## src/rtl/scan_segment_overwrite_macros.svh

```systemverilog
// Assertion macros shared by the scan segment overwrite RTL.
// Needs a clock named clk and an active-low reset named rst_n in scope.
`ifndef SCAN_SEGMENT_OVERWRITE_MACROS_SVH
`define SCAN_SEGMENT_OVERWRITE_MACROS_SVH

// Same-cycle implication, checked outside reset.
`define SSO_ASSERT_NOW(lbl, ante, cons, msg) \
  lbl: assert property (@(posedge clk) disable iff (!rst_n) (ante) |-> (cons)) \
    else $error(msg);

// Next-cycle implication, checked outside reset.
`define SSO_ASSERT_NEXT(lbl, ante, cons, msg) \
  lbl: assert property (@(posedge clk) disable iff (!rst_n) (ante) |=> (cons)) \
    else $error(msg);

`endif

```

## src/rtl/sso_pkg.sv

```systemverilog
// Shared types, codes and constants of the scan segment overwrite block.
// No dependencies; used by sso_div, sso_geom and scan_segment_overwrite.
`timescale 1ns / 1ps

package sso_pkg;

  localparam int SCAN_DEPTH_DEF = 1024;
  localparam int IDX_W          = 13;   // holds any bin index up to 4096
  localparam int DIV_W          = 16;
  localparam int CORDIC_STEPS   = 14;
  localparam int SQRT_STEPS     = 16;
  localparam int CX_W           = 28;

  // Commands on the input stream.
  localparam logic [1:0] CMD_LOAD = 2'd0;
  localparam logic [1:0] CMD_SEG  = 2'd1;
  localparam logic [1:0] CMD_READ = 2'd2;

  // Configuration register indexes.
  localparam logic [1:0] CFG_ANGLE_START = 2'd0;
  localparam logic [1:0] CFG_ANGLE_STEP  = 2'd1;
  localparam logic [1:0] CFG_SCAN_LENGTH = 2'd2;

  typedef struct packed {
    logic [15:0] x;
    logic [15:0] z;
  } point_t;

  typedef struct packed {
    logic             done;
    logic [1:0][15:0] radius;
    logic [1:0][15:0] ang;
  } geom_rsp_t;

  typedef struct packed {
    logic             start;
    logic [DIV_W-1:0] dividend;
    logic [DIV_W-1:0] divisor;
  } div_req_t;

  typedef struct packed {
    logic             done;
    logic [DIV_W-1:0] quot;
    logic [DIV_W-1:0] rem;
  } div_rsp_t;

  // Rotation angles round(atan(2^-i) * 8192), radians Q2.13.
  function automatic logic [12:0] atan_lut(input logic [3:0] i);
    logic [12:0] v;
    case (i)
      4'd0:    v = 13'd6434;
      4'd1:    v = 13'd3798;
      4'd2:    v = 13'd2007;
      4'd3:    v = 13'd1019;
      4'd4:    v = 13'd511;
      4'd5:    v = 13'd256;
      4'd6:    v = 13'd128;
      4'd7:    v = 13'd64;
      4'd8:    v = 13'd32;
      4'd9:    v = 13'd16;
      4'd10:   v = 13'd8;
      4'd11:   v = 13'd4;
      4'd12:   v = 13'd2;
      4'd13:   v = 13'd1;
      default: v = 13'd0;
    endcase
    return v;
  endfunction

endpackage

```

## src/rtl/sso_geom.sv

```systemverilog
// Endpoint geometry: floor square root of x*x+z*z and CORDIC angle atan(-x/z)
// for both segment endpoints side by side. Depends on sso_pkg.
`timescale 1ns / 1ps

module sso_geom (
  input  logic               clk,
  input  logic               rst_n,
  input  logic               start,
  input  sso_pkg::point_t    pts [2],
  output sso_pkg::geom_rsp_t rsp
);
  import sso_pkg::*;

  localparam logic [1:0] G_IDLE = 2'd0;
  localparam logic [1:0] G_SUM  = 2'd1;
  localparam logic [1:0] G_RUN  = 2'd2;

  logic [1:0] state_r, state_nxt;
  logic [3:0] it_r, it_nxt;
  logic       done_r, done_nxt;

  logic [31:0]          xx_r   [2];
  logic [31:0]          zz_r   [2];
  logic [31:0]          rad_r  [2], rad_nxt [2];
  logic [17:0]          rem_r  [2], rem_nxt [2];
  logic [15:0]          root_r [2], root_nxt [2];
  logic signed [CX_W-1:0] cx_r [2], cx_nxt [2];
  logic signed [CX_W-1:0] cy_r [2], cy_nxt [2];
  logic signed [15:0]   ang_r  [2], ang_nxt [2];

  logic [19:0]            rem_sh [2];
  logic [19:0]            trial  [2];
  logic signed [CX_W-1:0] dx [2];
  logic signed [CX_W-1:0] dy [2];
  logic signed [15:0]     rot;

  // Sequencer: G_SUM adds the squares, then G_RUN iterates and raises done at the end.
  always_comb begin
    state_nxt = state_r;
    it_nxt    = it_r;
    done_nxt  = 1'b0;
    unique case (state_r)
      G_IDLE: begin
        if (start) state_nxt = G_SUM;
      end
      G_SUM: begin
        state_nxt = G_RUN;
        it_nxt    = '0;
      end
      G_RUN: begin
        it_nxt = it_r + 1'b1;
        if (it_r == 4'(SQRT_STEPS - 1)) begin
          state_nxt = G_IDLE;
          done_nxt  = 1'b1;
        end
      end
      default: state_nxt = G_IDLE;
    endcase
  end

  // Per-lane datapath: in G_RUN one root digit a cycle, plus a CORDIC rotation while it_r is below CORDIC_STEPS.
  always_comb begin
    rot = $signed({3'b000, atan_lut(it_r)});
    for (int l = 0; l < 2; l++) begin
      rad_nxt[l]  = rad_r[l];
      rem_nxt[l]  = rem_r[l];
      root_nxt[l] = root_r[l];
      cx_nxt[l]   = cx_r[l];
      cy_nxt[l]   = cy_r[l];
      ang_nxt[l]  = ang_r[l];
      rem_sh[l]   = {rem_r[l], rad_r[l][31:30]};
      trial[l]    = {2'b00, root_r[l], 2'b01};
      dx[l]       = cy_r[l] >>> it_r;
      dy[l]       = cx_r[l] >>> it_r;
      if (state_r == G_SUM) begin
        rad_nxt[l]  = xx_r[l] + zz_r[l];
        rem_nxt[l]  = '0;
        root_nxt[l] = '0;
      end else if (state_r == G_RUN) begin
        rad_nxt[l] = {rad_r[l][29:0], 2'b00};
        if (rem_sh[l] >= trial[l]) begin
          rem_nxt[l]  = 18'(rem_sh[l] - trial[l]);
          root_nxt[l] = {root_r[l][14:0], 1'b1};
        end else begin
          rem_nxt[l]  = rem_sh[l][17:0];
          root_nxt[l] = {root_r[l][14:0], 1'b0};
        end
        if (it_r < 4'(CORDIC_STEPS)) begin
          if (cy_r[l] > 0) begin
            cx_nxt[l]  = cx_r[l] + dx[l];
            cy_nxt[l]  = cy_r[l] - dy[l];
            ang_nxt[l] = ang_r[l] + rot;
          end else begin
            cx_nxt[l]  = cx_r[l] - dx[l];
            cy_nxt[l]  = cy_r[l] + dy[l];
            ang_nxt[l] = ang_r[l] - rot;
          end
        end
      end
    end
  end

  always_ff @(posedge clk) begin
    if (!rst_n) begin
      state_r <= G_IDLE;
      it_r    <= '0;
      done_r  <= 1'b0;
    end else begin
      state_r <= state_nxt;
      it_r    <= it_nxt;
      done_r  <= done_nxt;
    end
    for (int l = 0; l < 2; l++) begin
      if (state_r == G_IDLE && start) begin
        xx_r[l]  <= $signed(pts[l].x) * $signed(pts[l].x);
        zz_r[l]  <= $signed(pts[l].z) * $signed(pts[l].z);
        cx_r[l]  <= $signed({{4{pts[l].z[15]}}, pts[l].z, 8'h00});
        cy_r[l]  <= $signed(CX_W'(0)) - $signed({{4{pts[l].x[15]}}, pts[l].x, 8'h00});
        ang_r[l] <= '0;
      end else begin
        cx_r[l]  <= cx_nxt[l];
        cy_r[l]  <= cy_nxt[l];
        ang_r[l] <= ang_nxt[l];
      end
      rad_r[l]  <= rad_nxt[l];
      rem_r[l]  <= rem_nxt[l];
      root_r[l] <= root_nxt[l];
    end
  end

  assign rsp.done      = done_r;
  assign rsp.radius[0] = root_r[0];
  assign rsp.radius[1] = root_r[1];
  assign rsp.ang[0]    = ang_r[0];
  assign rsp.ang[1]    = ang_r[1];

endmodule

```

## config.mk

```make
export PLATFORM = sky130hd
export DESIGN_NAME = sso_geom
export DESIGN_NICKNAME = d
export VERILOG_FILES = /design/src/rtl/scan_segment_overwrite_macros.svh /design/src/rtl/sso_pkg.sv /design/src/rtl/sso_geom.sv
export SDC_FILE = /design/constraint.sdc
export NUM_CORES = 2
export LEC_CHECK = 0
export ABC_AREA = 1
export BUFFER_PORTS_ARGS = -buffer_cell sky130_fd_sc_hd__buf_4
export CAP_MARGIN = 20
export CORE_MARGIN = 4
export CORE_UTILIZATION = 34
export CTS_CLUSTER_DIAMETER = 100
export DETAILED_ROUTE_END_ITERATION = 7
export PLACE_DENSITY = 0.58
export SETUP_SLACK_MARGIN = 0.05
export SYNTH_ARGS = -nofsm -noshare
export SYNTH_HDL_FRONTEND = slang
export SYNTH_SLANG_ARGS = --single-unit
```

## constraint.sdc

```tcl
create_clock -name clk -period 16.3 [get_ports clk]
set_input_delay 1.63 -clock clk [delete_from_list [all_inputs] [get_ports clk]]
set_output_delay 1.63 -clock clk [all_outputs]
set_load 0.01 [all_outputs]
```

# After elaboration in Yosys (flattened, before gate mapping)
# Memory sizes are Yosys's and may differ from the RTL's. A register that Yosys moved wholly into a read port is not among the register bits.
# Index checks and enable logic that the tools add are counted.
[word_totals] register_bits=7 ramBits=404 mem_bits_ro=208 input_bits=67 output_inout_bits=65 wordCells=116 n_memories=9
[classes] addsub=19 mul=4 magnitude_cmp=5 n_eq_ne=5 shifts=4 muxes=56 n_bitwise=6 n_reduce_logical=5
[mem_list] memory="(no name shown)" words=16 width=13 rd=1 rd_clocked_by_memory_dff=1 wr=0 line="sso_pkg.sv:50" source="case (i)"
[mem_list] memory="rad_r" words=2 width=32 rd=2 rd_clocked_by_memory_dff=0 wr=2 line="sso_geom.sv:24" source="logic [31:0] rad_r [2], rad_nxt [2];"
[mem_list] memory="xx_r" words=2 width=32 rd=2 rd_clocked_by_memory_dff=0 wr=2 line="sso_geom.sv:22" source="logic [31:0] xx_r [2];"
[mem_list] memory="zz_r" words=2 width=32 rd=2 rd_clocked_by_memory_dff=0 wr=2 line="sso_geom.sv:23" source="logic [31:0] zz_r [2];"
[mem_list] memory="cx_r" words=2 width=28 rd=2 rd_clocked_by_memory_dff=0 wr=2 line="sso_geom.sv:27" source="logic signed [CX_W-1:0] cx_r [2], cx_nxt [2];"
[mem_list] memory="cy_r" words=2 width=28 rd=2 rd_clocked_by_memory_dff=0 wr=2 line="sso_geom.sv:28" source="logic signed [CX_W-1:0] cy_r [2], cy_nxt [2];"
[mem_list] memory="+3 memories"
[op_table] operator="28-bit 2-to-1 mux" count=20
[op_table] operator="16-bit 2-to-1 mux" count=14
[op_table] operator="16-bit by 16-bit multiplier with 32-bit output" count=4
[op_table] operator="32-bit 2-to-1 mux" count=4
[op_table] operator="28-bit adder" count=4
[op_table] operator="28-bit by 4-bit >>> shifter with 28-bit output" count=4
[op_table] operator="28-bit subtractor" count=4
[op_table] operator="18-bit 2-to-1 mux" count=6
[op_table] operator="32-bit adder" count=2
[op_table] operator="28-bit by 1-bit greater-than comparator with 1-bit output, second input constant" count=2
[op_table] operator="1-bit by 24-bit subtractor with 25-bit output, first input constant" count=2
[op_table] operator="20-bit by 18-bit greater-or-equal comparator with 1-bit output" count=2
[op_table] operator="18-bit subtractor" count=2
[op_table] operator="16-bit by 14-bit adder with 16-bit output" count=2
[op_table] operator="16-bit by 14-bit subtractor with 16-bit output" count=2
[op_table] operator="4-bit 2-to-1 mux" count=2
[op_table] operator="4-bit one-hot mux with 2 select lines" count=1
[op_table] operator="1-bit 2-to-1 mux" count=6
[op_table] operator="1-bit OR" count=6
[op_table] operator="2-bit one-hot mux with 3 select lines" count=1
[op_table] operator="4-bit by 1-bit adder with 4-bit output, second input constant" count=1
[op_table] operator="4-bit == test, second input constant" count=1
[op_table] operator="4-bit < comparator, second input constant" count=1
[op_table] operator="2-bit 2-to-1 mux" count=2
[op_table] operator="other kinds (7)" count=9

# Longest topological paths before layout
# An unclocked memory read counts as a cell.
[depth] word_depth=8 depth_mapped=32 ltp_nobuf=30

# Worst setup path after synthesis
# Ideal clock, no wire load.
[synth_path] path_kind="input -> register" start="input start" end="memory cx_r[0][10], enable pin" setup_time_ps=629 arrival_ps=7626 required_time_ps=15671 path_slack_ps=8045 stages=3 n_path_buf=1 cell_sequence="nand2_1 > clkbuf_1 > o21ai_0"
[synth_rtl] item="from (decl)" line="sso_geom.sv:8" source="input logic start,"
[synth_rtl] item="to (decl)" line="sso_geom.sv:27"

==> results.sh <==
export IMPL_cts_hold_buf=0
export IMPL_clkSinkCount=420
export IMPL_rows=168
export IMPL_dp_slack_ns=8.64
export IMPL_post_cts_buffers=0
export IMPL_drtIter0Drc=4173
export IMPL_end_kind="register"
export IMPL_worstPathRequired_ns=16.69
export IMPL_grt_pass1_wl_mm=321
export IMPL_cpMaxStageDelayCell="clkinv_1"
export IMPL_path_clk_slew_ns=0.06
export IMPL_worst_slack_ns=9.23
export IMPL_rsz0062_at_grt="false"
export IMPL_wl_per_cell_um=16.4
export IMPL_drtAntennaViolNets=0
export IMPL_coreArea_um2=209000
export IMPL_critical_path_max_stage_delay_ns=0.53
export IMPL_grt_max_degree=111
export IMPL_port_buffers=131
export IMPL_drc=0
export IMPL_cts_buffers=55
export IMPL_clockBufferDepth=3
export IMPL_fin_setup_tns_ns=0
export IMPL_hold_viol_final=0
export IMPL_cp_depth=21
export IMPL_dp_hpwl_mm=160
export IMPL_crit_buf_inv=5
export IMPL_synth_area_top_cells="fa_1 26%, edfxtp_1 11%, ha_1 11%"
export IMPL_critPathArrivalTime_ns=7.46
export IMPL_grt_usage=0.180
export IMPL_status="complete, no violations"
export IMPL_fillers=21900
export IMPL_first_pass_iters=7
export IMPL_min_period_ns=7.07
export IMPL_first_global_vias=60000
export IMPL_synthFlopType="edfxtp_1"
export IMPL_crit_path_max_fanout=23
export IMPL_setup_viol=0
export IMPL_initial_core_util=0.341
export IMPL_maxSlewViolCount=0
export IMPL_syn_num_nets=10900
export IMPL_max_slew_margin_rel=0.268
export IMPL_seq_area_frac_synth=0.155
export IMPL_synth_most_common_cell="nand2_1"
export IMPL_synth_edf_count=268
export IMPL_hold_path_class="reg2reg"
export IMPL_critPathTopFamily="adder cells"
export IMPL_holdPathStages=2
export IMPL_yosys_area_top_type="fa_1"
export IMPL_netlist_area_um2=71500
export IMPL_die_w_um=467
export IMPL_routed_wirelength_mm=197
export IMPL_ioPinCount=132
export IMPL_ctsResizeCount=0
export IMPL_vias_per_cell=4.94
export IMPL_max_freq_ghz=0.141
export IMPL_avgSynthCellArea_um2=7.71
export IMPL_fin_crit_sh=0.434
export IMPL_synthDistinctLibCells=59
export IMPL_path_cells="buf_4, clkinv_1, nor2_1, xnor2_1, ha_1, fa_1, fa_1, fa_1, fa_1, inv_1, fa_1, inv_1, ha_1, a21oi_1, inv_1, a31oi_1, o221ai_1, a21oi_1, o21ai_0, a21oi_1, xnor2_1"
export IMPL_syn_to_final_growth_pct=7.43
export IMPL_cap_violations=0
export IMPL_r2r_cells=27
export IMPL_tritoncts="built"
export IMPL_synth_cells=9278
export IMPL_yosys_warnings=0
export IMPL_cts_htree_levels=2
export IMPL_crit_top_cell="fa_1"
export IMPL_die_h_um=467
export IMPL_final_nets=10800
export IMPL_die_area_um2=218000
export IMPL_vias=59400
export IMPL_drive_above_1_share=0.0432
export IMPL_globalplace_congestion=0.914
export IMPL_worst_slew_pin_slew_ns=1.10
export IMPL_crit_path_start_kind="input pin"
export IMPL_synth_top_area_share=0.265
export IMPL_clock_skew_ns=0.0197
export IMPL_clock_latency_ns=0.66
export IMPL_antenna_found_initial=7
export IMPL_synth_seq_cells=420
export IMPL_grt_ovfl_total=0
export IMPL_clockRootBuffer="clkbuf_16"
export IMPL_path_class="in2reg"
export IMPL_synth_async_reset_ratio=0
export IMPL_yosys_top_cells_count="1939 x nand2_1, 1926 x inv_1, 946 x fa_1, 622 x nand3_1, 614 x ha_1"
## state kept, by name (all words and copies together), names as in the netlist
register and cells:
rot 13, rad_r 64, ang_r 32, cy_r 56
state_r 2, it_r 4, zz_r 62, xx_r 62
rem_r 36, root_r 32, cx_r 56, done_r 1
## layer usage
layer | wire (um) | part of all wire | global-route usage
met1 | 96100 | 0.49 | 0.269
met2 | 86500 | 0.44 | 0.284
met3 | 11000 | 0.056 | 0.0197
met4 | 3320 | 0.017 | 0.0316
met5 | 47 | 0.00024 | 0
## logic make-up after synthesis
kind of cell / share of synthesized area
AOI/OAI and AO/OA: 0.106
buffers and inverters: 0.122
and+or+nand+nor: 0.193
adders and majority gates: 0.372
xor gates and xnor gates: 0.0526
DFF: 0.155
## layout make-up
class | instances | area [um^2] | area share
clock inverters | 35 | 394 | 0.00513
clock buffers | 65 | 1530 | 0.0199
well taps | 2805 | 3510 | 0.0457
repair buffers | 159 | 1210 | 0.0157
inverters | 1941 | 7300 | 0.0951
diodes | 2 | 5.00 | 0.0000652
flip-flops and latches | 420 | 11100 | 0.145
multi-input cells | 6602 | 51800 | 0.674
## stage by stage
step           instance area (um^2)  std cells  hold WS (ns)  utilization
4_1_cts                       76800      12000         0.471        0.367
6_report                      76800      12000         0.467        0.367
3_5_place_dp                  74900      11900         0.460        0.358
2_1_floorplan                 71500       9278         0.446            -
5_1_grt                       76800      12000         0.512        0.367
3_3_place_gp                  74900      11900         0.458        0.358
## worst paths after layout
| path | from | endpoint | slack (ns) |
|---|---|---|---|
| max reg2reg | it_r[3] | cy_r[1][22] | 9.82 |
| min | rem_r[0][35] | rem_r[0][35] | 0.47 |
| min reg2reg | rem_r[0][35] | rem_r[0][35] | 0.47 |
| max | pts[15] | zz_r[0][60] | 9.23 |
## tightest hold or removal path, cell delays in order (launching register included)
cell     delay (ns)
dfxtp_1        0.31
nand2_1        0.06
a21oi_1        0.05
## placed cells by master, fill, tap and decap left out, drive strengths merged, types with 3 or more instances in the layout
cell,netlist,layout
o21a,24,24
o31ai,12,12
dfxtp,152,152
nand3b,3,3
a21o,45,45
nor4,31,31
edfxtp,268,268
or2,32,32
o211ai,74,74
nand4,44,44
a22oi,8,8
a211oi,8,8
a31o,12,12
o21ai,477,477
and2,12,12
o2111ai,5,5
nor2,466,466
bufinv,0,7
clkinv,1,20
ha,614,614
nand3,631,631
a21oi,513,513
a31oi,35,35
inv,1940,1944
nor3,80,80
clkbuf,196,65
nand2,1969,1969
buf,119,159
a21boi,24,24
xnor2,181,181
xor2,248,248
clkinvlp,0,5
o22ai,39,39
and3,4,4
a221oi,5,5
o221ai,8,8
fa,946,946
o32ai,3,3
o21bai,41,41
Power is left out: the tool's default activity adds up to more than one toggle a clock period on the data nets, which glitch-free logic cannot reach.
