--- src/rtl/scan_segment_overwrite_macros.svh ---
// Assertion macros shared by the scan segment overwrite RTL.
// Needs a clock named clk and an active-low reset named rst_n in scope.
`ifndef SCAN_SEGMENT_OVERWRITE_MACROS_SVH
`define SCAN_SEGMENT_OVERWRITE_MACROS_SVH

// Same-cycle implication, checked outside reset.
`define SSO_ASSERT_NOW(lbl, ante, cons, msg) \
  lbl: assert property (@(posedge clk) disable iff (!rst_n) (ante) |-> (cons)) \
    else $error(msg);

// Next-cycle implication, checked outside reset.
`define SSO_ASSERT_NEXT(lbl, ante, cons, msg) \
  lbl: assert property (@(posedge clk) disable iff (!rst_n) (ante) |=> (cons)) \
    else $error(msg);

`endif

--- src/rtl/sso_pkg.sv ---
// Shared types, codes and constants of the scan segment overwrite block.
// No dependencies; used by sso_div, sso_geom and scan_segment_overwrite.
`timescale 1ns / 1ps

package sso_pkg;

  localparam int SCAN_DEPTH_DEF = 1024;
  localparam int IDX_W          = 13;   // holds any bin index up to 4096
  localparam int DIV_W          = 16;
  localparam int CORDIC_STEPS   = 14;
  localparam int SQRT_STEPS     = 16;
  localparam int CX_W           = 28;

  // Commands on the input stream.
  localparam logic [1:0] CMD_LOAD = 2'd0;
  localparam logic [1:0] CMD_SEG  = 2'd1;
  localparam logic [1:0] CMD_READ = 2'd2;

  // Configuration register indexes.
  localparam logic [1:0] CFG_ANGLE_START = 2'd0;
  localparam logic [1:0] CFG_ANGLE_STEP  = 2'd1;
  localparam logic [1:0] CFG_SCAN_LENGTH = 2'd2;

  typedef struct packed {
    logic [15:0] x;
    logic [15:0] z;
  } point_t;

  typedef struct packed {
    logic             done;
    logic [1:0][15:0] radius;
    logic [1:0][15:0] ang;
  } geom_rsp_t;

  typedef struct packed {
    logic             start;
    logic [DIV_W-1:0] dividend;
    logic [DIV_W-1:0] divisor;
  } div_req_t;

  typedef struct packed {
    logic             done;
    logic [DIV_W-1:0] quot;
    logic [DIV_W-1:0] rem;
  } div_rsp_t;

  // Rotation angles round(atan(2^-i) * 8192), radians Q2.13.
  function automatic logic [12:0] atan_lut(input logic [3:0] i);
    logic [12:0] v;
    case (i)
      4'd0:    v = 13'd6434;
      4'd1:    v = 13'd3798;
      4'd2:    v = 13'd2007;
      4'd3:    v = 13'd1019;
      4'd4:    v = 13'd511;
      4'd5:    v = 13'd256;
      4'd6:    v = 13'd128;
      4'd7:    v = 13'd64;
      4'd8:    v = 13'd32;
      4'd9:    v = 13'd16;
      4'd10:   v = 13'd8;
      4'd11:   v = 13'd4;
      4'd12:   v = 13'd2;
      4'd13:   v = 13'd1;
      default: v = 13'd0;
    endcase
    return v;
  endfunction

endpackage

--- src/rtl/sso_div.sv ---
// Restoring unsigned divider, one quotient bit per cycle.
// Depends on sso_pkg for the request and response structs.
`timescale 1ns / 1ps

module sso_div (
  input  logic              clk,
  input  logic              rst_n,
  input  sso_pkg::div_req_t req,
  output sso_pkg::div_rsp_t rsp
);
  import sso_pkg::*;

  localparam int CNT_W = $clog2(DIV_W);

  logic             busy_r, busy_nxt;
  logic             done_r, done_nxt;
  logic [CNT_W-1:0] cnt_r, cnt_nxt;
  logic [DIV_W-1:0] dvd_r, dvd_nxt;
  logic [DIV_W-1:0] dvs_r, dvs_nxt;
  logic [DIV_W-1:0] rem_r, rem_nxt;
  logic [DIV_W-1:0] quo_r, quo_nxt;
  logic [DIV_W:0]   rem_sh;
  logic [DIV_W:0]   rem_sub;

  // One shift-and-subtract step per cycle.
  always_comb begin
    busy_nxt = busy_r;
    done_nxt = 1'b0;
    cnt_nxt  = cnt_r;
    dvd_nxt  = dvd_r;
    dvs_nxt  = dvs_r;
    rem_nxt  = rem_r;
    quo_nxt  = quo_r;
    rem_sh   = {rem_r, dvd_r[DIV_W-1]};
    rem_sub  = rem_sh - {1'b0, dvs_r};
    if (req.start) begin
      busy_nxt = 1'b1;
      cnt_nxt  = '0;
      dvd_nxt  = req.dividend;
      dvs_nxt  = req.divisor;
      rem_nxt  = '0;
      quo_nxt  = '0;
    end else if (busy_r) begin
      dvd_nxt = {dvd_r[DIV_W-2:0], 1'b0};
      if (rem_sh >= {1'b0, dvs_r}) begin
        rem_nxt = rem_sub[DIV_W-1:0];
        quo_nxt = {quo_r[DIV_W-2:0], 1'b1};
      end else begin
        rem_nxt = rem_sh[DIV_W-1:0];
        quo_nxt = {quo_r[DIV_W-2:0], 1'b0};
      end
      cnt_nxt = cnt_r + 1'b1;
      if (cnt_r == CNT_W'(DIV_W - 1)) begin
        busy_nxt = 1'b0;
        done_nxt = 1'b1;
      end
    end
  end

  always_ff @(posedge clk) begin
    if (!rst_n) begin
      busy_r <= 1'b0;
      done_r <= 1'b0;
      cnt_r  <= '0;
    end else begin
      busy_r <= busy_nxt;
      done_r <= done_nxt;
      cnt_r  <= cnt_nxt;
    end
    dvd_r <= dvd_nxt;
    dvs_r <= dvs_nxt;
    rem_r <= rem_nxt;
    quo_r <= quo_nxt;
  end

  assign rsp.done = done_r;
  assign rsp.quot = quo_r;
  assign rsp.rem  = rem_r;

endmodule

--- config.mk ---
export PLATFORM = sky130hd
export DESIGN_NAME = sso_div
export DESIGN_NICKNAME = d
export VERILOG_FILES = /design/src/rtl/scan_segment_overwrite_macros.svh /design/src/rtl/sso_pkg.sv /design/src/rtl/sso_div.sv
export SDC_FILE = /design/constraint.sdc
export NUM_CORES = 1
export LEC_CHECK = 0
export BUFFER_PORTS_ARGS = -buffer_cell sky130_fd_sc_hd__buf_4
export CAP_MARGIN = 20
export CELL_PAD_IN_SITES_DETAIL_PLACEMENT = 1
export CELL_PAD_IN_SITES_GLOBAL_PLACEMENT = 1
export CORE_MARGIN = 5
export CORE_UTILIZATION = 45
export CTS_BUF_LIST = sky130_fd_sc_hd__clkbuf_4 sky130_fd_sc_hd__clkbuf_8
export CTS_CLUSTER_DIAMETER = 80
export DETAILED_ROUTE_END_ITERATION = 7
export PLACE_DENSITY_LB_ADDON = 0.3
export SETUP_SLACK_MARGIN = 0.3
export SLEW_MARGIN = 20
export SYNTH_ARGS = -nofsm -noshare
export SYNTH_HDL_FRONTEND = slang
export SYNTH_SLANG_ARGS = --single-unit
--- constraint.sdc ---
create_clock -name clk -period 6.8 [get_ports clk]
set_input_delay 1.36 -clock clk [delete_from_list [all_inputs] [get_ports clk]]
set_output_delay 1.36 -clock clk [all_outputs]
set_load 0.005 [all_outputs]
; Word level (Yosys, flattened, before mapping)
; Cells that the tools add are included.
[classes]
bitwise = 2
n_addsub = 2
n_reduce_logical = 3
n_eq_ne = 1
n_mux = 8
n_lt_le_gt_ge = 1
[op_table]
columns = cell, count
row1 = $mux W16, 3
row2 = $ge A17 B16 Y1, 1
row3 = $sub A16 B16 Y16, 1
row4 = $mux W1, 5
row5 = $add A4 B1 Y4 const B, 1
row6 = $eq A4 B4 Y1 const B, 1
row7 = $reduce_or A3 Y1, 1
row8 = $not A1 Y1, 2
row9 = $reduce_bool A2 Y1, 1
row10 = $reduce_or A2 Y1, 1
[totals]
input_bits = 35
output_inout_bits = 33
register_bits = 70

; Depth between registers and ports, before layout
; Gate-level depths: netlist of the first run.
[logic_depth]
depth_word = 4
depth_mapped = 12

; Worst setup path before layout of the first run
; Ideal clock, no wire load.
[synth_path]
path_type = register to register
from = reg rem_r[9]
to = reg rem_r[7]
setup_ps = 88
stages_incl_launch_ff = 10
arrival_time_ps = 2243
path_slack_ps = 4469
n_path_buf = 2
period_less_slack_ps = 2331
path_cell_list = dfxtp_1 -> ha_1 -> buf_2 -> nand3_1 -> or3_4 -> o211ai_2 -> o32ai_1 -> buf_6 -> or3b_1 -> a311oi_2
[synth_via]
elab_chain_len = 2
[synth_lines]
columns = item, line_no
row1 = from (decl), sso_div.sv:20  ; logic [DIV_W-1:0] rem_r, rem_nxt;
row2 = from (signal assigned), sso_div.sv:72  ; rem_r <= rem_nxt;
row3 = $ge A17 B16 Y1, sso_div.sv:45  ; if (rem_sh >= {1'b0, dvs_r}) begin
row4 = $mux W16, sso_div.sv:45
; Every way passes these cells.
; A chain may end at the register's enable or synchronous reset.

; Worst setup path in the final report of the first run
[layout_path]
from = reg rem_r[5]
to = reg rem_r[1]
; Same word-level chain as after synthesis.

==> flow_summary.ini, run 1 <==
[run_status]
outcome = complete, no violations

[flow_run]
drv_cap = 0

[layout]
final_common_cell = buf_4
seq_area_um2 = 1723
drive_above_1_share_pct = 26.82
final_nets = 447
multiInputGateArea_um2 = 1654
nFillCells = 857
diodes = 0
final_cell_mix = buf_4, nor2_1, dfxtp_1
areaGrowthSynthToFinish_pct = 21.58

[worst_setup_path]
cpPeakStageDelay_ns = 0.52
cp_max_fo = 11
path_class = reg2reg
critPathSlowestCell = o32ai_2
crit_chain = ha_1 > a21oi_1 > o21ai_0 > a211oi_1 > o211ai_2 > o32ai_2 > buf_4 > mux2_2 > o22ai_1
start_kind = register
worstPathRequired_ns = 7.07
cp-end-kind = register
cp.arrival_ns = 3.22

[pwr]
leakage_nw = 1.860
irDropWorstVdd_mv = 0.1145
netSwitchingFraction_pct = 28.52
clock_power_share_pct = 31.4
pwr-share-seq_pct = 46.8
internal-power_w = 0.0007467
comb_power_share_pct = 21.8
p_per_area_nw_per_um2 = 243.8
power.switching_w = 0.0002979

[floorplanning]
row_count = 32
die_height_um = 98.50
start_util_pct = 45.85
die_x_um = 98.50
dieArea_um2 = 9702
core_area_um2 = 7687
num_io_pins = 68

[routing]
detail-route-antenna-nets = 0
routed_wl_mm = 8.122
via_per_inst = 5.261
remaining_drc_errors = 0
post_drt_wl_per_cell_um = 16.21
dr.first_iter.drc_count = 66
drt_first_pass_iters = 4
vias = 2636

[clock_tree]
path_clk_slew_ns = 0.08
ctsHtreeMaxLevel = 3
tritoncts = built
cts_buffers = 9
cts_hold_buf = 0
root_buffer = clkbuf_8
ctsResizeCount = 0
clk_latency_ns = 0.34
max-clock-path-buffers = 2
cts.sinks = 70
post_cts_buffers = 0

[sta]
timing.fmax_ghz = 0.3393
tightest_slew_ns = 0.9525
period_minus_slack_ns = 2.947
finalClockSkew_ns = 0.005700
whs_ns = 0.5039
hold_viol_final = 0
finalMaxSlewViolations = 0
timing.slew.headroom_pct = 36.50
setup_viol = 0
fin_setup_tns_ns = 0
rsz0062_at_grt = false
fin_crit_sh_pct = 43.34

[synthesis]
synthCells = 330
synth-warning-count = 0
synth_nets = 383
yosysUniqueCellTypes = 50
async_flop_share_pct = 0
synth_edf_count = 32
synth-main-ff-cell = dfxtp_1
netlist_area_um2 = 3525
synth-seq-cells = 70
yosysSeqAreaShare_pct = 48.85
syn_area_per_cell_um2 = 10.68

[global_routing]
grtUsageTotal_pct = 17.36
grt_max_degree = 68
antenna_found_initial = 0
grt_pass1_wl_mm = 13.48
grt_pass1_vias = 2880
grt_remaining_overflow = 0

[place]
place_congestion = 0.8154
portBuffers = 67
dp_hpwl_mm = 5.958

[worst_hold_path]
hold_class = reg2reg
## sequential cells by signal (all words and copies together) (netlist names)
| signal | flops |
|---|---|
| busy_r | 1 |
| quo_r | 16 |
| dvs_r | 16 |
| cnt_r | 4 |
| rem_r | 16 |
| dvd_r | 16 |
| done_r | 1 |
## path summary, 6_finish.rpt
check / from / cells after the start / end / slack [ns]
max: rem_r[5]$_SDFFE_PP0P_ / 9 / rem_r[1]$_SDFFE_PP0P_ / 3.85
min: cnt_r[3]$_SDFFE_PP0P_ / 2 / done_r$_SDFF_PP0_ / 0.50
max reg2reg: rem_r[5]$_SDFFE_PP0P_ / 9 / rem_r[1]$_SDFFE_PP0P_ / 3.85
min reg2reg: cnt_r[3]$_SDFFE_PP0P_ / 2 / done_r$_SDFF_PP0_ / 0.50
## power by group through the flow
| stage | Clock (W) | Sequential, W | Combinational, W |
|---|---|---|---|
| floorplan | 0 | 0.000494 | 0.000164 |
| global placement | 0 | 0.000497 | 0.000220 |
| detailed placement | 0 | 0.000499 | 0.000230 |
| CTS | 0.000338 | 0.000490 | 0.000231 |
| global route | 0.000357 | 0.000492 | 0.000254 |
| finish | 0.000328 | 0.000489 | 0.000228 |
## synthesized netlist by cell type (2+ instances only)
cell        n  area [um2]
nand3_1     7       35.03
inv_1      20       75.07
nor2_1     44       165.2
dfxtp_1    38       760.7
buf_6       2       22.52
nor2b_1     4       25.02
edfxtp_1   32       960.9
o21ai_0     7       35.03
buf_2       2       10.01
o21a_1      3       22.52
nor3_1      4       20.02
xor2_1      5       43.79
mux2i_1    29       290.3
ha_1       17       212.7
a311oi_1    2       17.52
or3_1       2       12.51
clkbuf_1    7       26.28
o2111ai_1   2       17.52
buf_1       4       15.01
o21bai_1    2       15.01
a21o_1      3       22.52
a31oi_1     2       12.51
a21oi_1    12       60.06
nand2_1    13       48.80
mux2_2     16       180.2
a211oi_1   13       97.59
and3_1      3       18.77
xnor2_1     9       78.83
and2_1      2       12.51
nand2b_1    4       25.02
## stage by stage
| step | setup slack [ns] | util, % | power, W | area [um2] | std cells |
|---|---|---|---|---|---|
| floorplan | 4.469 | - | 0.0006574 | 3525 | 330 |
| CTS | 3.838 | 55.75 | 0.001059 | 4285 | 501 |
| global placement | 3.957 | 53.30 | 0.0007168 | 4098 | 485 |
| global route | 3.557 | 55.75 | 0.001104 | 4285 | 501 |
| finish | 3.853 | 55.75 | 0.001045 | 4285 | 501 |
| detailed placement | 3.864 | 53.30 | 0.0007287 | 4098 | 485 |
## kinds of logic after synthesis
group                      after synthesis  synth area share, %
muxes                                   45                13.35
AOI/OAI and AO/OA                       56                11.00
adders and majority gates               18                6.603
xor gates and xnor gates                14                3.479
and+or+nand+nor                         91                12.28
buffers and inverters                   36                4.437
DFF                                     70                48.85
## critical path: cells and delay by family, from the launching register on
family	cells	cell delay [ns]
fa+ha+maj	1	0.39
flops	1	0.34
mux	1	0.35
buf+inv	1	0.35
compound gates	6	1.41
## routing by layer
metal | wire [um] | GRT usage (%) | up-vias | part of all wire (%)
li1 | - | - | 1307 | -
met1 | 3588 | 19.89 | 1268 | 44
met2 | 4061 | 31.20 | 49 | 50
met3 | 340 | 3.963 | 12 | 4.2
met4 | 131 | 6.828 | 0 | 1.6
met5 | 0 | 0 | - | 0
## cell type report
| type | count | area share, % |
|---|---|---|
| clock buffer | 9 | 2.891 |
| timing repair buffer | 69 | 12.09 |
| sequential | 70 | 40.20 |
| inverter | 20 | 1.752 |
| multi-input combinational | 224 | 38.60 |
| clock inverter | 7 | 1.489 |
| tap | 102 | 2.978 |
Note: power is estimated with default switching activity, not from simulation.
==> run 2, diff against run 1 <==
--- a/config.mk
+++ b/config.mk
@@ -10,7 +10,7 @@
 export CELL_PAD_IN_SITES_DETAIL_PLACEMENT = 1
 export CELL_PAD_IN_SITES_GLOBAL_PLACEMENT = 1
 export CORE_MARGIN = 5
-export CORE_UTILIZATION = 45
+export CORE_UTILIZATION = 40
 export CTS_BUF_LIST = sky130_fd_sc_hd__clkbuf_4 sky130_fd_sc_hd__clkbuf_8
 export CTS_CLUSTER_DIAMETER = 80
 export DETAILED_ROUTE_END_ITERATION = 7
==> constraint.sdc (replaced) <==
create_clock -name clk -period 2.5 [get_ports clk]
set_input_delay 0.5 -clock clk [delete_from_list [all_inputs] [get_ports clk]]
set_output_delay 0.5 -clock clk [all_outputs]
set_load 0.005 [all_outputs]
==> run 2 against run 1 <==
Non-clock buffer count grew 43. Total power rose to 3.1 times the previous value. Setup slack lost 3.8 ns. Via count grew 9.5%. Critical path depth unchanged. Count of clock-buffer cells in the layout is the same. Combinational power increased to 4.4 times the previous value. Critical endpoint is now rem_r[7]$_SDFFE_PP0P_. Largest cell class is now multi-input gates. Highest routed layer unchanged.
==> flow_summary.ini, run 2 (synthesis gave the netlist of run 1 again) <==
[run_status]
outcome = complete, no violations

[clock_tree]
clk_latency_ns = 0.35
root_buffer = clkbuf_8
cts.sinks = 70
path_clk_slew_ns = 0.09
cts_buffers = 9
cts_hold_buf = 0
ctsHtreeMaxLevel = 3
max-clock-path-buffers = 2
tritoncts = built

[sta]
hold_viol_final = 0
finalClockSkew_ns = 0.009722
rsz0062_at_grt = true
tightest_slew_ns = 0.4727
setup_viol = 0
finalMaxSlewViolations = 0
timing.slew.headroom_pct = 67.99
period_minus_slack_ns = 2.442
timing.fmax_ghz = 0.4096
whs_ns = 0.3172
fin_setup_tns_ns = 0
fin_crit_sh_pct = 97.67

[global_routing]
grt_pass1_vias = 3144
grt_max_degree = 36
antenna_found_initial = 0
grt_remaining_overflow = 0
grt_pass1_wl_mm = 15.77
grtUsageTotal_pct = 18.16

[pwr]
internal-power_w = 0.002206
comb_power_share_pct = 31.2
power.switching_w = 0.001041
clock_power_share_pct = 27.6
irDropWorstVdd_mv = 0.3117
total_power_w = 0.003247
netSwitchingFraction_pct = 32.07
leakage_nw = 2.081
pwr-share-seq_pct = 41.3
p_per_area_nw_per_um2 = 648.6

[worst_setup_path]
reg2reg_from = dvs_r[6]$_DFFE_PP_
cp_max_fo = 5
cp-startpoint = dvs_r[6]$_DFFE_PP_
critPathSlowestCell = or3_4
reg2reg_to = rem_r[7]$_SDFFE_PP0P_
r2r_cells = 9
start_kind = register
r2r_setup_slack_ns = 0.06
cp.arrival_ns = 2.71
cpPeakStageDelay_ns = 0.39
crit_end = rem_r[7]$_SDFFE_PP0P_
crit_chain = inv_1 > ha_4 > nand4_4 > or3_4 > o211ai_4 > o32ai_4 > buf_12 > or3b_1 > a311oi_2
path_class = reg2reg
cp-end-kind = register
worstPathRequired_ns = 2.76

[routing]
post_drt_wl_per_cell_um = 18.16
drt_first_pass_iters = 4
detail-route-antenna-nets = 0
remaining_drc_errors = 0
vias = 2886
via_per_inst = 5.247
routed_wl_mm = 9.988
dr.first_iter.drc_count = 71

[floorplanning]
die_height_um = 103.9
core_area_um2 = 8636
row_count = 34
num_io_pins = 68
die_x_um = 103.9
dieArea_um2 = 10790
start_util_pct = 40.81

[layout]
drive_above_1_share_pct = 44.80
areaGrowthSynthToFinish_pct = 42.03
final_cell_mix = buf_4, nor2_1, dfxtp_1
final_common_cell = buf_4
diodes = 0
final_nets = 490

[worst_hold_path]
hold_class = in2reg

[place]
dp_hpwl_mm = 6.285
place_congestion = 0.7939
portBuffers = 67

[flow_run]
drv_cap = 0
## run 2: changes by cell type in the layout (fill, tap and decap cells not counted), moves of 4 or more
cell	change
a211oi_1	-4
buf_4	+34
ha_4	+11
inv_2	+5
a21oi_2	+4
ha_1	-11
mux2i_2	+5
a21oi_1	-4
a211oi_2	+4
buf_6	+5
mux2i_1	-6
inv_1	-5
## run 2: per-layer routing
| layer | routed length (um) | up-vias | GRT usage [%] |
|---|---|---|---|
| met5 | 0 | - | 0 |
| met4 | 240 | 0 | 7.216 |
| met3 | 492 | 22 | 5.400 |
| met2 | 5272 | 67 | 32.51 |
| met1 | 3982 | 1406 | 19.99 |
| li1 | - | 1391 | - |
## run 2: final cells by class
cell class	count	area, um2
clock buffer	9	123.9
clock inverter	7	63.81
fill	935	3630
inverter	20	75.07
multi-input combinational	224	1986
sequential	70	1723
tap	108	135.1
timing repair buffer	112	899.6
## run 2: power groups by stage
stage	combinational (W)	sequential, W	clock [W]
3_5_place_dp	0.000709	0.00136	0
4_1_cts	0.000923	0.00134	0.000914
6_report	0.00101	0.00134	0.000896
5_1_grt	0.00108	0.00135	0.000983
2_1_floorplan	0.000463	0.00134	0
3_3_place_gp	0.000682	0.00135	0
## run 2: what timing repair did
action	4_1_cts	5_1_grt
gates resized for setup	50	18
pin swaps	22	12
buffers inserted	16	6
endpoints found under the setup margin	17	17
## run 2: worst min-delay path by stage
stage / endpoint / slack [ns] / cells past startpoint / from
6_report: dvs_r[3]$_DFFE_PP_ / 0.32 / 1 / req[3]
5_1_grt: dvs_r[3]$_DFFE_PP_ / 0.29 / 1 / req[3]
4_1_cts: dvs_r[3]$_DFFE_PP_ / 0.30 / 1 / req[3]
3_5_place_dp: done_r$_SDFF_PP0_ / 0.48 / 2 / cnt_r[3]$_SDFFE_PP0P_
3_3_place_gp: done_r$_SDFF_PP0_ / 0.48 / 2 / cnt_r[3]$_SDFFE_PP0P_
2_1_floorplan: done_r$_SDFF_PP0_ / 0.46 / 2 / cnt_r[3]$_SDFFE_PP0P_
## run 2: worst max-delay path: cells and delay by family (launching register included)
| family | cells | cell delay [ns] |
|---|---|---|
| adder cells (fa/ha/maj) | 1 | 0.31 |
| flip-flops | 1 | 0.33 |
| buffers and inverters | 2 | 0.22 |
| AND/OR/NAND/NOR | 3 | 0.88 |
| AO/OA/AOI/OAI | 3 | 0.62 |
## run 2: through the flow
stage / util [%] / instance area (um2) / worst slack [ns] / cells
finish: 57.97 / 5006 / 0.05833 / 550
global route: 57.97 / 5006 / -0.07665 / 550
CTS: 56.62 / 4890 / 0.1133 / 544
detailed placement: 49.72 / 4294 / -0.04767 / 512
global placement: 49.72 / 4294 / 0.09817 / 512
floorplan: - / 3563 / 0.1937 / 330
==> run 3, diff against run 2 <==
--- a/config.mk
+++ b/config.mk
@@ -9,13 +9,12 @@
 export CAP_MARGIN = 20
 export CELL_PAD_IN_SITES_DETAIL_PLACEMENT = 1
 export CELL_PAD_IN_SITES_GLOBAL_PLACEMENT = 1
-export CORE_MARGIN = 5
 export CORE_UTILIZATION = 40
 export CTS_BUF_LIST = sky130_fd_sc_hd__clkbuf_4 sky130_fd_sc_hd__clkbuf_8
 export CTS_CLUSTER_DIAMETER = 80
 export DETAILED_ROUTE_END_ITERATION = 7
 export PLACE_DENSITY_LB_ADDON = 0.3
-export SETUP_SLACK_MARGIN = 0.3
+export SETUP_SLACK_MARGIN = 0.4
 export SLEW_MARGIN = 20
 export SYNTH_ARGS = -nofsm -noshare
 export SYNTH_HDL_FRONTEND = slang
==> run 3 against run 2 <==
Maximum frequency up 0.18%. Via count down 1.7%. First-iteration DRC count up 18%. Combinational power down 7%. Sequential power about the same. Cell area down 1.5%. Critical path depth up 1. Total power up 2.1%. Highest routed layer unchanged. Clock skew up 0.0089 ns.
==> flow_summary.ini, run 3 (synthesis gave the netlist of run 1 again) <==
[run_status]
outcome = complete, no violations

[layout]
seq_area_um2 = 1725
areaGrowthSynthToFinish_pct = 39.87
final_nets = 478
fin_cells = 535
diodes = 0
final_cell_mix = buf_4, nor2_1, dfxtp_1
multiInputGateArea_um2 = 1984
post-route-util_pct = 58.81
drive_above_1_share_pct = 41.40
nFillCells = 878
final_common_cell = buf_4

[floorplanning]
num_io_pins = 68
start_util_pct = 42.05
die_height_um = 95.87
die_x_um = 95.87
dieArea_um2 = 9191
row_count = 33
core_area_um2 = 8382

[sta]
fin_crit_sh_pct = 97.49
period_minus_slack_ns = 2.437
tightest_slew_ns = 0.6645
setup_slack_ns = 0.06276
timing.fmax_ghz = 0.4103
rsz0062_at_grt = true
setup_viol = 0
fin_setup_tns_ns = 0
timing.slew.headroom_pct = 55.70
finalMaxSlewViolations = 0
finalClockSkew_ns = 0.01865
hold_viol_final = 0

[worst_setup_path]
cp.arrival_ns = 2.70
r2r_cells = 10
cp_max_fo = 6
cpPeakStageDelay_ns = 0.38
r2r_setup_slack_ns = 0.06
reg2reg_to = rem_r[13]$_SDFFE_PP0P_
crit_end = rem_r[13]$_SDFFE_PP0P_
cp_top_family = compound AO/OA/AOI/OAI gates
path_class = reg2reg
start_kind = register
cp-startpoint = dvs_r[4]$_DFFE_PP_
crit_chain = inv_1 > ha_4 > a21o_1 > a31oi_2 > and2_4 > buf_4 > o31ai_4 > mux2i_1 > or3_1 > a311oi_2
worstPathRequired_ns = 2.76
cp-end-kind = register
critPathBufInv = 2
path_depth = 10
critPathSlowestCell = or3_1
reg2reg_from = dvs_r[4]$_DFFE_PP_

[global_routing]
grtUsageTotal_pct = 20.92
grt_remaining_overflow = 0
grt_max_degree = 53
grt_pass1_wl_mm = 14.26
antenna_found_initial = 0
grt_pass1_vias = 2880

[place]
dp_slack_ns = -0.08727
place_congestion = 0.8379
portBuffers = 67
post-place-cells = 506
dp_hpwl_mm = 5.789

[pwr]
total_power_w = 0.003315
leakage_nw = 2.075
irDropWorstVdd_mv = 0.3626
p_per_area_nw_per_um2 = 672.5

[routing]
via_per_inst = 5.303
post_drt_wl_per_cell_um = 17.70
drt_first_pass_iters = 4
dr.first_iter.drc_count = 84
detail-route-antenna-nets = 0
routed_wl_mm = 9.470
remaining_drc_errors = 0
vias = 2837

[clock_tree]
max-clock-path-buffers = 2
path_clk_slew_ns = 0.09
cts.sinks = 70
cts_buffers = 9
root_buffer = clkbuf_8
tritoncts = built
clk_latency_ns = 0.36
ctsHtreeMaxLevel = 3

[worst_hold_path]
hold_class = in2reg

[flow_run]
drv_cap = 0
run 3: changes by cell type in the layout (fill, tap and decap cells not counted), sizes merged:
| cell | before | now |
|---|---|---|
| clkinvlp | 2 | 0 |
| buf | 112 | 100 |
| clkinv | 1 | 3 |
| bufinv | 0 | 2 |
| inv | 24 | 21 |
| clkbuf | 9 | 10 |
run 3: layout make-up:
| class | instances | area share, % |
|---|---|---|
| repair buffers | 100 | 16.14 |
| well taps | 105 | 2.665 |
| clock inverters | 6 | 1.751 |
| multi-input cells | 224 | 40.25 |
| clock buffers | 10 | 2.665 |
| flip-flops and latches | 70 | 35.00 |
| inverters | 20 | 1.523 |
run 3: what timing repair did:
action | in CTS | in global routing
setup buffers | 9 | 4
hold buffers | 0 | 0
pin swaps | 19 | 13
gates cloned | 0 | 0
endpoints found under the setup margin | 17 | 17
gates resized for setup | 25 | 25
run 3: metal layers:
layer  GRT usage [%]  vias up  routed length, um
met5               0        -                  0
met4           8.706        0                134
met3           5.450       15                399
met2           36.07       58               4962
met1           24.60     1402               3973
li1                -     1362                  -
run 3: worst min-delay path by stage:
stage | from | endpoint | depth (start not counted) | slack [ns]
4_1_cts | req[9] | dvs_r[9]$_DFFE_PP_ | 1 | 0.30
3_3_place_gp | cnt_r[3]$_SDFFE_PP0P_ | done_r$_SDFF_PP0_ | 2 | 0.48
6_report | req[9] | dvs_r[9]$_DFFE_PP_ | 1 | 0.31
2_1_floorplan | cnt_r[3]$_SDFFE_PP0P_ | done_r$_SDFF_PP0_ | 2 | 0.46
3_5_place_dp | cnt_r[3]$_SDFFE_PP0P_ | done_r$_SDFF_PP0_ | 2 | 0.48
5_1_grt | req[11] | dvs_r[11]$_DFFE_PP_ | 1 | 0.30
run 3: through the flow:
step           hold slack (ns)  area [um2]
5_1_grt                 0.2968        4930
6_report                0.3116        4930
3_5_place_dp            0.4821        4302
4_1_cts                 0.3018        4752
3_3_place_gp            0.4775        4302
2_1_floorplan           0.4565        3597
run 3: where the power goes:
| group | total, W | switching [W] | leakage (nW) | internal, W |
|---|---|---|---|---|
| Combinational | 0.000940 | 0.000447 | 1.33 | 0.000493 |
| Clock | 0.00104 | 0.000465 | 0.112 | 0.000574 |
| Sequential | 0.00134 | 0.0000530 | 0.629 | 0.00128 |
| Total | 0.00332 | 0.000965 | 2.07 | 0.00235 |
